## src/rtl/rpn_pkg.sv

```systemverilog
`timescale 1ns / 1ps
// ---------------------------------------------------------------------------
// rpn_pkg
// Shared command codes, status codes and control types.
// ---------------------------------------------------------------------------
package rpn_pkg;

    localparam logic [3:0] CMD_PUSH     = 4'd0;
    localparam logic [3:0] CMD_ADD      = 4'd1;
    localparam logic [3:0] CMD_SUB      = 4'd2;
    localparam logic [3:0] CMD_MUL      = 4'd3;
    localparam logic [3:0] CMD_DIV      = 4'd4;
    localparam logic [3:0] CMD_MOD      = 4'd5;
    localparam logic [3:0] CMD_POPPRINT = 4'd6;
    localparam logic [3:0] CMD_PEEK     = 4'd7;
    localparam logic [3:0] CMD_CLEAR    = 4'd8;
    localparam logic [3:0] CMD_DUP      = 4'd9;
    localparam logic [3:0] CMD_SWAP     = 4'd10;
    localparam logic [3:0] CMD_STORE    = 4'd11;
    localparam logic [3:0] CMD_LOAD     = 4'd12;
    localparam logic [3:0] CMD_RECALL   = 4'd13;

    localparam logic [2:0] ST_OK        = 3'd0;
    localparam logic [2:0] ST_UNDERFLOW = 3'd1;
    localparam logic [2:0] ST_OVERFLOW  = 3'd2;
    localparam logic [2:0] ST_DIVZERO   = 3'd3;
    localparam logic [2:0] ST_MODZERO   = 3'd4;
    localparam logic [2:0] ST_UNKNOWN   = 3'd5;

    // Divider request: unsigned magnitudes, 48-bit dividend, 32-bit divisor.
    typedef struct packed {
        logic        start;
        logic [47:0] dividend;
        logic [31:0] divisor;
    } div_req_t;

    typedef struct packed {
        logic        done;
        logic [47:0] quotient;
        logic [31:0] remainder;
    } div_rsp_t;

endpackage

```

## src/rtl/rpn_divider.sv

```systemverilog
`timescale 1ns / 1ps
// ---------------------------------------------------------------------------
// rpn_divider
// Restoring unsigned divider, one quotient bit per cycle.
// ---------------------------------------------------------------------------
module rpn_divider
(
    input  logic              clk,
    input  logic              rst_n,
    input  rpn_pkg::div_req_t req,
    output rpn_pkg::div_rsp_t rsp
);

    logic        busy_reg;
    logic [5:0]  count_reg;
    logic [47:0] quo_reg;
    logic [32:0] rem_reg;
    logic [31:0] dvs_reg;
    logic        done_reg;
    logic [32:0] shifted;
    logic [32:0] diff;

    assign shifted = {rem_reg[31:0], quo_reg[47]};
    assign diff    = shifted - {1'b0, dvs_reg};

    always_ff @(posedge clk or negedge rst_n)
    begin
        if (!rst_n)
        begin
            busy_reg  <= 1'b0;
            done_reg  <= 1'b0;
            count_reg <= '0;
        end
        else
        begin
            done_reg <= 1'b0;
            if (req.start)
            begin
                busy_reg  <= 1'b1;
                count_reg <= 6'd47;
            end
            else if (busy_reg)
            begin
                if (count_reg == 6'd0)
                begin
                    busy_reg <= 1'b0;
                    done_reg <= 1'b1;
                end
                count_reg <= count_reg - 6'd1;
            end
        end
    end

    always_ff @(posedge clk)
    begin
        if (req.start)
        begin
            quo_reg <= req.dividend;
            rem_reg <= '0;
            dvs_reg <= req.divisor;
        end
        else if (busy_reg)
        begin
            if (!diff[32])
            begin
                rem_reg <= diff;
                quo_reg <= {quo_reg[46:0], 1'b1};
            end
            else
            begin
                rem_reg <= shifted;
                quo_reg <= {quo_reg[46:0], 1'b0};
            end
        end
    end

    assign rsp.done      = done_reg;
    assign rsp.quotient  = quo_reg;
    assign rsp.remainder = rem_reg[31:0];

endmodule

```

## config.mk

```make
export PLATFORM = sky130hd
export DESIGN_NAME = rpn_divider
export DESIGN_NICKNAME = d
export VERILOG_FILES = /design/src/rtl/rpn_pkg.sv /design/src/rtl/rpn_divider.sv
export SDC_FILE = /design/constraint.sdc
export NUM_CORES = 1
export LEC_CHECK = 0
export ABC_AREA = 1
export BUFFER_PORTS_ARGS = -buffer_cell sky130_fd_sc_hd__buf_2
export CAP_MARGIN = 20
export CORE_UTILIZATION = 52
export CTS_BUF_LIST = sky130_fd_sc_hd__clkbuf_4
export DETAILED_ROUTE_END_ITERATION = 8
export PLACE_DENSITY = 0.86
export SLEW_MARGIN = 40
export SYNTH_ARGS = -nofsm -noshare
export SYNTH_HDL_FRONTEND = slang
export SYNTH_SLANG_ARGS = --single-unit
export TNS_END_PERCENT = 5
```

## constraint.sdc

```tcl
create_clock -name clk -period 2.3 [get_ports clk]
set_clock_uncertainty 0.05 [all_clocks]
set_input_delay 0.345 -clock clk [delete_from_list [all_inputs] [get_ports clk]]
set_output_delay 0.345 -clock clk [all_outputs]
set_load 0.01 [all_outputs]
```

# [Yosys cells after proc, flatten, opt, wreduce, memory -nomap -nowiden]
# Cells that the tools add are included.
[classes] n_addsub=2 n_mux=12 n_reduce_logical=2
[ops] operator="$mux 48" n=2
[ops] operator="$sub 33x32->33" n=1
[ops] operator="$mux 32" n=1
[ops] operator="$mux 6" n=2
[ops] operator="$mux 1" n=7
[ops] operator="$logic_not 6->1" n=1
[ops] operator="$sub 6x1->6 const B" n=1
[ops] operator="$reduce_bool 2->1" n=1
[word_totals] regBits=120 output_inout_bits=81

# [Longest topological paths before layout]
# Gate-level depths: netlist of run 1.
[depth] depth_word=4 depth_mapped=18

# [Worst setup path after synthesis of run 1]
# Ideal clock, no wire load.
[synth_timing] path_type="reg-to-reg" from="register quo_reg[47]" to="register quo_reg[0], data pin" arrival_time_ps=2039 required_ps=1980 path_slack_ps=-59 path_stages_with_launch=17 n_path_buf=1 synth_period_minus_slack_ps=2359 path_cell_list="edfxtp_1 inv_1 ha_1 fa_1 inv_1 nand2_1 nand2_1 nand3_1 nand2_2 nand2_1 nand2_2 nand2_2 nand2_2 nand2_2 nand2_4 buf_6 o21ai_0"
[synth_between] elab_chain_cells=4
[synth_rtl] element="start: declaration" line="rpn_divider.sv:16" text="logic [47:0] quo_reg;"
[synth_rtl] element="start signal: assignment" line="rpn_divider.sv:58" text="quo_reg <= req.dividend;"
[synth_rtl] element="start signal: assignment" line="rpn_divider.sv:67" text="quo_reg <= {quo_reg[46:0], 1'b1};"
[synth_rtl] element="start signal: assignment" line="rpn_divider.sv:72" text="quo_reg <= {quo_reg[46:0], 1'b0};"
[synth_rtl] element="$sub 33x32->33" line="rpn_divider.sv:24" text="assign diff = shifted - {1'b0, dvs_reg};"
[synth_rtl] element="$mux 1" line="rpn_divider.sv:64" text="if (!diff[32])"
[synth_rtl] element="$mux 48" line="rpn_divider.sv:62" text="else if (busy_reg)"
[synth_rtl] element="$mux 48" line="rpn_divider.sv:56" text="if (req.start)"
# No other way between the ends. The select of a mux whose other input is x is not followed.
# A chain may end at the register's enable or synchronous reset.

# [Final worst setup path of run 1]
[layout_timing] from="register dvs_reg[0]" to="register rem_reg[2]"
[layout_between] elab_chain_cells=2
[layout_rtl] element="start: declaration" line="rpn_divider.sv:18" text="logic [31:0] dvs_reg;"
[layout_rtl] element="start signal: assignment" line="rpn_divider.sv:60" text="dvs_reg <= req.divisor;"
[layout_rtl] element="$sub 33x32->33" line="rpn_divider.sv:24"
[layout_rtl] element="$mux 32" line="rpn_divider.sv:64"
[layout_rtl] element="end signal: assignment" line="rpn_divider.sv:66" text="rem_reg <= diff;"
[layout_rtl] element="end signal: assignment" line="rpn_divider.sv:71" text="rem_reg <= shifted;"
[layout_rtl] element="end: declaration" line="rpn_divider.sv:17" text="logic [32:0] rem_reg;"
# No other way between the ends.

==> results of run 1 <==
[cell usage in the layout (no fill, tap or decap), drive strengths merged, types with 2 or more instances in the layout]
cell type | synthesis | final
a21oi | 20 | 20
inv | 222 | 228
ha | 34 | 34
nand4 | 5 | 5
edfxtp | 80 | 80
clkbuf | 9 | 21
bufinv | 0 | 2
and2 | 5 | 5
clkinvlp | 0 | 2
xnor2 | 13 | 13
dfxtp | 32 | 32
nor3 | 12 | 12
nand2 | 528 | 528
clkinv | 0 | 4
buf | 14 | 227
nand3 | 59 | 59
o21ai | 10 | 10
dfrtp | 8 | 8
nor2 | 53 | 53
xor2 | 2 | 2
dlygate4sd3 | 0 | 81
[where the power goes]
part           leakage (nW)  internal, mW  total (mW)  switching (mW)
clock network         0.161         0.687        1.68           0.989
logic                  4.55         0.440       0.988           0.548
registers              1.18          2.46        2.54          0.0851
[worst reg2reg max path: stages, from the launching register on]
cell	delay (ns)
edfxtp_1	0.44
ha_4	0.19
fa_2	0.39
inv_2	0.06
nand2_1	0.06
nand2_2	0.08
nand3_2	0.06
nand2_2	0.08
nand2_2	0.06
nand2_4	0.08
nand2_4	0.07
nand2_4	0.10
nand2_4	0.07
nand2_8	0.15
clkbuf_16	0.19
nand2_2	0.06
nand3_2	0.05
nand2_1	0.05
[repair_timing]
action | in CTS | in global routing
gates resized for setup | 8 | 26
setup endpoints to repair | 31 | 33
hold endpoints to repair | 88 | 0
hold buffers | 81 | 0
setup buffers | 0 | 3
pin swaps | 1 | 20
gates cloned | 1 | 3
[metrics by stage]
stage               setup WS, ns   TNS, ns  area (um^2)
finish                    -0.104     -2.10        10400
global route              -0.202     -5.78        10400
CTS                      -0.0374    -0.202        10200
detailed placement        -0.112     -2.25         9070
global placement         0.00794         0         9070
floorplan               -0.00973  -0.00973         7670
[worst paths after layout]
kind | from | end | slack, ns
max | dvs_reg[0] | rem_reg[2] | -0.10
min | rst_n | done_reg | 0.08
max reg2reg | dvs_reg[0] | rem_reg[2] | -0.10
min reg2reg | rem_reg[4] | rem_reg[4] | 0.43
max in group asynchronous | rst_n | count_reg[1] | 1.91
min in group clk | req[80] | dvs_reg[24] | 0.18
[cell families (layout without fill, tap and decap cells)]
kind of cell               after synthesis  in the layout
DFF                                    120            120
AOI/OAI and AO/OA                       33             33
and+or+nand+nor                        664            664
xor gates and xnor gates                15             15
buffers and inverters                  245            565
adders and majority gates               35             35
[metal layers]
metal | GRT usage (%) | up-vias
met5 | 0 | -
met2 | 58.0 | 455
met1 | 36.5 | 3699
met4 | 15.4 | 0
li1 | - | 3971
met3 | 8.21 | 91
[cell type report]
type | count | area, um^2 | share of cell area (%)
Multi-Input combinational cell | 747 | 3570 | 34.2
Sequential cell | 120 | 3240 | 31.1
Timing Repair Buffer | 311 | 2250 | 21.6
Inverter | 222 | 837 | 8.03
Tap cell | 184 | 230 | 2.21
Clock inverter | 14 | 163 | 1.56
Clock buffer | 18 | 135 | 1.30
==> out/metrics.cfg, run 1 <==
[outcome]
status = finished with violations
failed_checks = setup timing

[global_routing]
grt_overflow = 0
grt_usage_pct = 32.7
grt_pass1_wl_um = 37600
grt_pass1_vias = 8010
grt_max_degree = 59
grt_antenna_before_repair = 0

[layout]
antenna_cells = 0
area_delta_synth_final_pct = 36.1
num-nets-final = 1537
largest_register_ffs = 48
fin_util_pct = 72.0
fillers = 1077
drive_above_1_share_pct = 22.0
final_cells = 1616

[sta]
min_period_ns = 2.40
finalHoldViolCount = 0
slew_viol_final = 0
whs_ns = 0.0815
rsz0062_at_grt = yes
relSlewSlack_pct = 67.3
tightest_slew_ns = 0.490
period_share_pct = 105
max_freq_mhz = 416
finalWorstSetupSlack_ns = -0.104
setup_viol = 33

[floorplan]
io_pins = 164
die_h_um = 123
die_w_um = 123
start_util_pct = 52.9
dieArea_mm2 = 0.0152
rows = 44
coreArea_mm2 = 0.0145

[worst_setup_path]
critical_path.max_fanout = 7
worst_path_largest_cell_delay_ns = 0.44
cp_data_required_time_ns = 2.71
crit_family = simple AND/OR/NAND/NOR gates
path_buf_inv = 2
arrival_ns = 2.82
path_depth = 17
crit_path_end_kind = flip-flop
worstSetupStartpointType = flip-flop
critical_path.cell_chain = ha_4, fa_2, inv_2, nand2_1, nand2_2, nand3_2, nand2_2, nand2_2, nand2_4, nand2_4, nand2_4, nand2_4, nand2_8, clkbuf_16, nand2_2, nand3_2, nand2_1
r2r_cells = 17
cp_slowest_cell = edfxtp_1
path_class = reg -> reg

[logic_synthesis]
async_flop_share_pct = 6.67
yosys.area_share.xor_xnor_pct = 1.71
ys_top_cells_by_area = edfxtp_1, nand2_1, inv_1
syn_inst = 1112
yosys.area.top_type_share_pct = 31.3
ys.warnings.count = 0
synth_top_family_by_area = simple AND/OR/NAND/NOR gates
yosysTopAreaCell = edfxtp_1
synth_seq_cells = 120
synthTopCellsByCount = nand2_1, inv_1, edfxtp_1, nand3_1, nor2_1
synth_cell_types = 33
ys.flop_type = edfxtp_1
netlist_area_mm2 = 0.00766
synth_fa_ha_area_share_pct = 5.81
synth_area_per_cell_um2 = 6.89
synth_compound_area_share_pct = 2.25
synth_edf_count = 80
synth_fp_nets = 1230
synth_most_common_cell = nand2_1
synth_mux_area_share_pct = 0
yosysSeqAreaShare_pct = 42.3
synth-simple-area-share_pct = 35.1

[clock_network]
clock_sinks = 120
clk_pin_slew_ns = 0.15
cts_max_level = 4
cts_tree = done
worstSkewPairLatency_ns = 0.58
cts.path.max_buffers = 2
ctsRootBufferMaster = clkbuf_4
cts_made_buffers = 17

[route]
m1WireLength_um = 9020
top_layer_used = met4
detail_route.vias_per_cell = 5.08
route.vias.total = 8216
routedWlPerCell_um = 15.2
wl_met3_um = 2270
drtIter0Drc = 589
ant_nets = 0
firstDrtPassIters = 5
drt_wl_total_um = 24600
dr_wl_met2_um = 12300
drc = 0

[placed_design]
dp_cells = 1496
globalplace.congestion = 0.989
port_buffers = 163
dp.final_hpwl_um = 15300

[power]
peakVddDrop_mv = 0.429
power_mw = 5.20
power.density_mw_per_mm2 = 499
p_leak_nw = 5.89

[hold_path]
hp-class = in -> async

[run]
maxCapViolCount = 0

Power figures use the tool's default switching activity.
==> run 2: changes to the inputs <==
- ABC_AREA: 1 -> 0
- CORE_UTILIZATION: 52 -> 51
==> run 2 against run 1 <==
The run still ends with setup timing left; sequential power hardly changed; sequential cell count stayed put; core utilization is 4.4 points higher; worst setup slack worse by 0.48 ns; combinational power is 14% lower; maximum frequency is 17% lower; routed wire length is 20% lower; design area is 6.0% lower; clock power hardly changed; critical path type unchanged; critical endpoint is now rem_reg[26]; highest routed layer unchanged.
==> out/metrics.cfg, run 2 <==
[global_routing]
grt_antenna_before_repair = 0  ; unchanged
grtUsageMet1_pct = 33.2  ; -3.3 points
grt_overflow = 0  ; unchanged
grt_pass1_vias = 6525  ; -19%
grt_busiest_layer = met2
grt_pass1_wl_um = 31400  ; -17%
grt_usage_pct = 28.6  ; -4.1 points
met2_usage_pct = 49.3  ; -8.8 points
grt_max_degree = 56  ; -5.1%
grt_use_met3_pct = 7.66  ; -0.56 points

[route]
drt_wl_total_um = 19800  ; -20%
routedWlPerCell_um = 17.0  ; +12%
drtIter0Drc = 360  ; -39%
firstDrtPassIters = 4  ; -1
detail_route.vias_per_cell = 5.50  ; +8.1%
route.vias.total = 6378  ; -22%
ant_nets = 0  ; unchanged
drc = 0  ; unchanged

[power]
p_leak_nw = 4.52  ; -23%
power.density_mw_per_mm2 = 515  ; +3.1%
peakVddDrop_mv = 0.529  ; +23%

[worst_setup_path]
worstSetupStartpointType = flip-flop
arrival_ns = 3.31  ; +0.49 ns
r2r_cells = 12  ; -5
crit_path_end_kind = flip-flop
reg2reg_slack_ns = -0.59  ; -0.48 ns
cp_data_required_time_ns = 2.73  ; +0.02 ns
path_class = reg -> reg
critical_path.max_fanout = 5  ; -2
r2r-end = rem_reg[26]
r2r_start = dvs_reg[0]

[logic_synthesis]
ys.warnings.count = 0  ; unchanged
syn_inst = 631  ; -43%
synth_top_family_by_area = compound AO/OA/AOI/OAI gates
synth_most_common_cell = edfxtp_1
synth_edf_count = 80  ; unchanged
synth_area_per_cell_um2 = 10.8  ; +57%
yosysSeqAreaShare_pct = 47.5  ; +5.2 points
ys.flop_type = edfxtp_1
synth_fp_nets = 749  ; -39%
ys_top_cells_by_area = edfxtp_1, dfxtp_1, mux2_2
yosys.area_share.xor_xnor_pct = 3.08  ; +1.4 points
synth_mux_area_share_pct = 8.25  ; +8.2 points
synth_cell_types = 74  ; +120%
netlist_area_mm2 = 0.00683  ; -11%
synth_compound_area_share_pct = 17.2  ; +15 points
yosys.area.top_type_share_pct = 35.2  ; +3.8 points
synth-simple-area-share_pct = 12.6  ; -22 points
synthTopCellsByCount = edfxtp_1, nand2_1, mux2_2, inv_1, nor2_1
synth_seq_cells = 120  ; unchanged
async_flop_share_pct = 6.67  ; unchanged
synth_fa_ha_area_share_pct = 6.52  ; +0.71 points
yosysTopAreaCell = edfxtp_1

[placed_design]
dp.final_hpwl_um = 13300  ; -13%
globalplace.congestion = 0.942  ; -4.8%
port_buffers = 163  ; unchanged
dp_cells = 1070  ; -28%
place_ws_ns = -0.613  ; -0.501 ns

[floorplan]
coreArea_mm2 = 0.0128  ; -11%
start_util_pct = 53.2  ; +0.30 points
rows = 41  ; -6.8%
die_h_um = 118  ; -4.6%
io_pins = 164  ; unchanged
dieArea_mm2 = 0.0139  ; -9.0%
die_w_um = 118  ; -4.6%

[layout]
largest_register_ffs = 48  ; unchanged
layout_commonest_cell = buf_2
final_cell_mix = buf_2, buf_4, edfxtp_1
area_delta_synth_final_pct = 43.6
drive_above_1_share_pct = 44.2  ; +22 points
num-nets-final = 1093  ; -29%
final_cells = 1160  ; -28%
antenna_cells = 0  ; unchanged

[clock_network]
cts_tree = done
worstSkewPairLatency_ns = 0.58  ; about the same
cts.path.max_buffers = 2  ; unchanged
clock_sinks = 120  ; unchanged
cts_made_buffers = 17  ; unchanged
ctsRootBufferMaster = clkbuf_4
clk_pin_slew_ns = 0.12  ; -0.03 ns
cts_max_level = 4  ; unchanged

[sta]
slew_viol_final = 0  ; unchanged
finalHoldViolCount = 0  ; unchanged
relSlewSlack_pct = 63.7  ; -3.6 points
tightest_slew_ns = 0.543  ; +0.0535 ns
whs_ns = 0.0249  ; -0.0566 ns
totalNegativeSetupSlack_ns = -17.32  ; -15.22 ns
rsz0062_at_grt = yes
min_period_ns = 2.89  ; +0.482 ns
max_freq_mhz = 347  ; -17%
period_share_pct = 125  ; +21 points
finalWorstSetupSlack_ns = -0.585  ; -0.482 ns
setup_viol = 33  ; unchanged

[hold_path]
hold_end = quo_reg[45]
hp-start = req[77]
holdPathStages = 2
hp-class = in -> reg

[outcome]
status = finished with violations
failed_checks = setup timing

[run]
maxCapViolCount = 0  ; unchanged

[run 2: cell types whose count changed in the layout (fill, tap and decap cells not counted), moves of 13 or more]
cell,change
a21o_1,+14
a311oi_2,+13
buf_4,+70
dlygate4sd3_1,-26
inv_1,-172
mux2_2,+48
nand2_1,-434
nand2_2,-14
nand3_1,-36
[run 2: layout make-up]
cell class                 instances  area [um^2]
clock inverter                    15          175
multi-input combinational        437         3420
clock buffer                      17          128
timing repair buffer             354         2450
fill                             860         3020
inverter                          45          169
sequential                       120         3240
tap                              172          215
[run 2: report_power, final]
group	switching [mW]	internal (mW)	total, mW	leakage (nW)
combinational	0.403	0.447	0.850	3.19
clock	0.906	0.756	1.66	0.159
sequential	0.0752	2.46	2.53	1.17
total	1.38	3.66	5.04	4.52
[run 2: timing repair]
action | 4_1_cts | 5_1_grt
gates resized for setup | 13 | 14
endpoints found under the hold margin | 57 | 5
hold buffers | 50 | 5
buffers inserted | 3 | 0
pin swaps | 22 | 3
endpoints found under the setup margin | 33 | 33
[run 2: layer usage]
layer | wire, um | vias to the layer above
met5 | 0 | -
met4 | 605 | 0
met3 | 1410 | 60
met2 | 9930 | 280
met1 | 7800 | 3010
li1 | - | 3028
[run 2: worst max-delay path by stage]
stage | end | depth (start not counted) | from | slack [ns]
after floorplan | rem_reg[7] | 12 | quo_reg[47] | -0.48
after global placement | rem_reg[7] | 12 | quo_reg[47] | -0.53
after detailed placement | rem_reg[18] | 12 | dvs_reg[27] | -0.61
after CTS | rem_reg[27] | 13 | quo_reg[47] | -0.61
after global routing | rem_reg[30] | 13 | quo_reg[47] | -0.72
final | rem_reg[26] | 12 | dvs_reg[0] | -0.59
[run 2: worst max-delay path, stage by stage (launching register included)]
cell       delay (ns)
edfxtp_1         0.44
ha_4             0.20
fa_2             0.39
nor2b_4          0.16
o2111ai_4        0.14
nand3_2          0.14
a21oi_4          0.08
o21ai_4          0.28
buf_4            0.20
nand3_1          0.10
a21o_1           0.19
a21o_1           0.18
a311oi_1         0.25
[run 2: logic make-up (layout without fill, tap and decap cells)]
kind of cell	Yosys count	in the layout
simple gates	183	183
flops	120	120
mux	49	49
buf+inv	74	431
fa+ha+maj	35	35
compound gates	146	146
xor+xnor	24	24
[run 2: stage by stage]
stage	total power [mW]	instance area (um^2)	util [%]
finish	5.04	9800	76.4
global route	5.23	9800	76.4
CTS	5.02	9680	75.5
detailed placement	3.31	8790	68.6
global placement	3.28	8790	68.6
floorplan	2.95	6870	-
==> run 3: changes to the inputs <==
- CORE_UTILIZATION: 51 -> 59
- CTS_BUF_LIST: sky130_fd_sc_hd__clkbuf_4 -> unset
- PLACE_DENSITY: 0.86 -> 0.93
- clock period: 2.3 -> 3.5 ns (I/O delays scaled with it)
==> run 3 against run 2 <==
The flow now finishes without violations; first-iteration DRC count increased by 4.4%; die area decreased by 13%; sequential cell count unchanged; cell count decreased by 18%; combinational power decreased by 50%; critical endpoint is now rem_reg[3]; largest power group is now clock; highest routed layer unchanged.
==> out/metrics.cfg, run 3 (synthesized netlist as in run 2, its figures left out) <==
[outcome]
status = finished, final reports clean

[sta]
period_share_pct = 93.7  ; -32 points
finalHoldViolCount = 0  ; unchanged
totalNegativeSetupSlack_ns = 0  ; +17.32 ns
max_freq_mhz = 305  ; -12%
slew_viol_final = 0  ; unchanged
relSlewSlack_pct = 53.0  ; -11 points
min_period_ns = 3.28  ; +0.395 ns
whs_ns = 0.225  ; +0.200 ns
setup_viol = 0  ; -100%
tightest_slew_ns = 0.705  ; +0.162 ns
rsz0062_at_grt = no
finalWorstSetupSlack_ns = 0.220  ; +0.805 ns

[power]
power_mw = 3.80  ; -25%
p_int_mw = 2.87  ; -22%
swShare_pct = 24.5  ; -3.0 points
combPwrFrac_pct = 11.3  ; -5.6 points
peakVddDrop_mv = 0.443  ; -16%
switchingPower_uw = 930  ; -33%
p_leak_nw = 3.74  ; -17%
seq_power_share_pct = 43.9  ; -6.3 points
power.density_mw_per_mm2 = 456  ; -11%
clkPwrFrac_pct = 44.8  ; +12 points

[layout]
largest_register_ffs = 48  ; unchanged
layout_commonest_cell = buf_2
num-nets-final = 911  ; -17%
drive_above_1_share_pct = 36.2  ; -8.0 points
fin_util_pct = 75.3  ; -1.1 points
final_cell_mix = buf_2, edfxtp_1, nand2_1
antenna_cells = 0  ; unchanged
area_delta_synth_final_pct = 22.2

[clock_network]
ctsRootBufferMaster = clkbuf_16
clk_pin_slew_ns = 0.06  ; -0.06 ns
cts_tree = done
clock_sinks = 120  ; unchanged
cts_made_buffers = 17  ; unchanged
cts_max_level = 4  ; unchanged
worstSkewPairLatency_ns = 0.42  ; -0.16 ns
post_cts.repair.setup_buffers = 0  ; -3
cts.path.max_buffers = 2  ; unchanged

[worst_setup_path]
critical_path.cell_chain = inv_1, ha_1, fa_1, nor2b_4, o2111ai_2, nand3_2, a21oi_4, o21ai_4, o41a_2, nand2_4, buf_4, nand2_1, a311oi_1
crit_path_end_kind = flip-flop
crit_start = quo_reg[47]
worst_path_largest_cell_delay_ns = 0.47  ; +0.03 ns
worstSetupStartpointType = flip-flop
r2r-end = rem_reg[3]
reg2reg_slack_ns = 0.22  ; +0.80 ns
path_class = reg -> reg
critical_path.max_fanout = 19  ; +14
cp_slowest_cell = o41a_2
r2r_cells = 13  ; +1
cp_data_required_time_ns = 3.76  ; +1.03 ns
r2r_start = quo_reg[47]
crit_end = rem_reg[3]
arrival_ns = 3.54  ; +0.23 ns

[floorplan]
die_w_um = 110  ; -6.9%
io_pins = 164  ; unchanged
rows = 38  ; -7.3%
die_h_um = 110  ; -6.9%
coreArea_mm2 = 0.0111  ; -14%
start_util_pct = 61.6  ; +8.4 points
dieArea_mm2 = 0.0120  ; -13%

[placed_design]
globalplace.congestion = 0.937  ; -0.49%
port_buffers = 163  ; unchanged
dp.final_hpwl_um = 12000  ; -10%
place_ws_ns = 0.182  ; +0.794 ns

[global_routing]
grt_max_degree = 75  ; +34%
grt_overflow = 0  ; unchanged
grt_antenna_before_repair = 0  ; unchanged
grt_pass1_vias = 5794  ; -11%
grt_pass1_wl_um = 27400  ; -13%
grt_usage_pct = 30.2  ; +1.6 points

[route]
firstDrtPassIters = 5  ; +1
route.vias.total = 5664  ; -11%
routedWlPerCell_um = 18.8  ; +10%
ant_nets = 0  ; unchanged
drt_wl_total_um = 17800  ; -9.9%
drc = 0  ; unchanged
drtIter0Drc = 376  ; +4.4%
detail_route.vias_per_cell = 5.99  ; +8.9%

[run]
maxCapViolCount = 0  ; unchanged

[hold_path]
hp-class = in -> reg

## run 3: cell types whose count changed in the layout (fill, tap and decap cells not counted), moves of 3 or more
cell,previous run,this run
buf_4,130,8
dlygate4sd3_1,55,1
clkbuf_16,0,17
clkbuf_4,17,0
buf_12,4,0
clkbuf_8,0,4
nand2_2,7,3
clkinv_1,3,0
clkinvlp_4,1,4
nand2_1,66,69
## run 3: power groups by stage
| stage | Sequential (mW) | Clock [mW] | Combinational (mW) |
|---|---|---|---|
| after CTS | 1.67 | 1.71 | 0.426 |
| after floorplan | 1.71 | 0 | 0.225 |
| after global placement | 1.69 | 0 | 0.399 |
| after detailed placement | 1.69 | 0 | 0.417 |
| final | 1.67 | 1.70 | 0.429 |
| after global routing | 1.68 | 1.77 | 0.463 |
## run 3: worst max-delay path: cells and delay by family (launching register included)
family          cells  cell delay, ns
compound gates      5            1.39
fa+ha+maj           2            0.45
buf+inv             2            0.35
flops               1            0.41
simple gates        4            0.52
## run 3: routing by layer
metal  wire (um)  vias to the layer above  GRT usage, %  part of all wire [%]
li1            -                     2649             -                     -
met1        7070                     2707          34.1                    40
met2        8940                      259          52.7                    50
met3        1340                       49          10.0                   7.5
met4         444                        0          11.9                   2.5
met5           0                        -             0                     0
## run 3: repair_timing
action,in CTS,in global routing
hold buffers,1,0
hold endpoints to repair,8,0
resized for setup,0,2
setup endpoints to repair,0,7
## run 3: stage by stage
stage	cells	area [um^2]
floorplan	631	6830
global placement	913	7720
detailed placement	913	7730
CTS	946	8320
global route	946	8340
finish	946	8340
## run 3: area by class of cell
class / instances / area (um^2)
well taps: 140 / 175
fillers: 747 / 2740
repair buffers: 172 / 892
inverters: 45 / 169
multi-input cells: 437 / 3280
clock buffers: 23 / 488
flip-flops and latches: 120 / 3240
clock inverters: 9 / 91.3
## run 3: how the worst min path moves through the flow
stage / cells after the start / slack (ns) / from / endpoint
finish: 1 / 0.22 / req[11] / dvs_reg[11]
floorplan: 0 / 0.18 / rst_n / busy_reg
global placement: 1 / 0.32 / rst_n / done_reg
detailed placement: 1 / 0.33 / rst_n / done_reg
CTS: 1 / 0.21 / req[12] / dvs_reg[12]
global route: 1 / 0.21 / req[9] / dvs_reg[9]
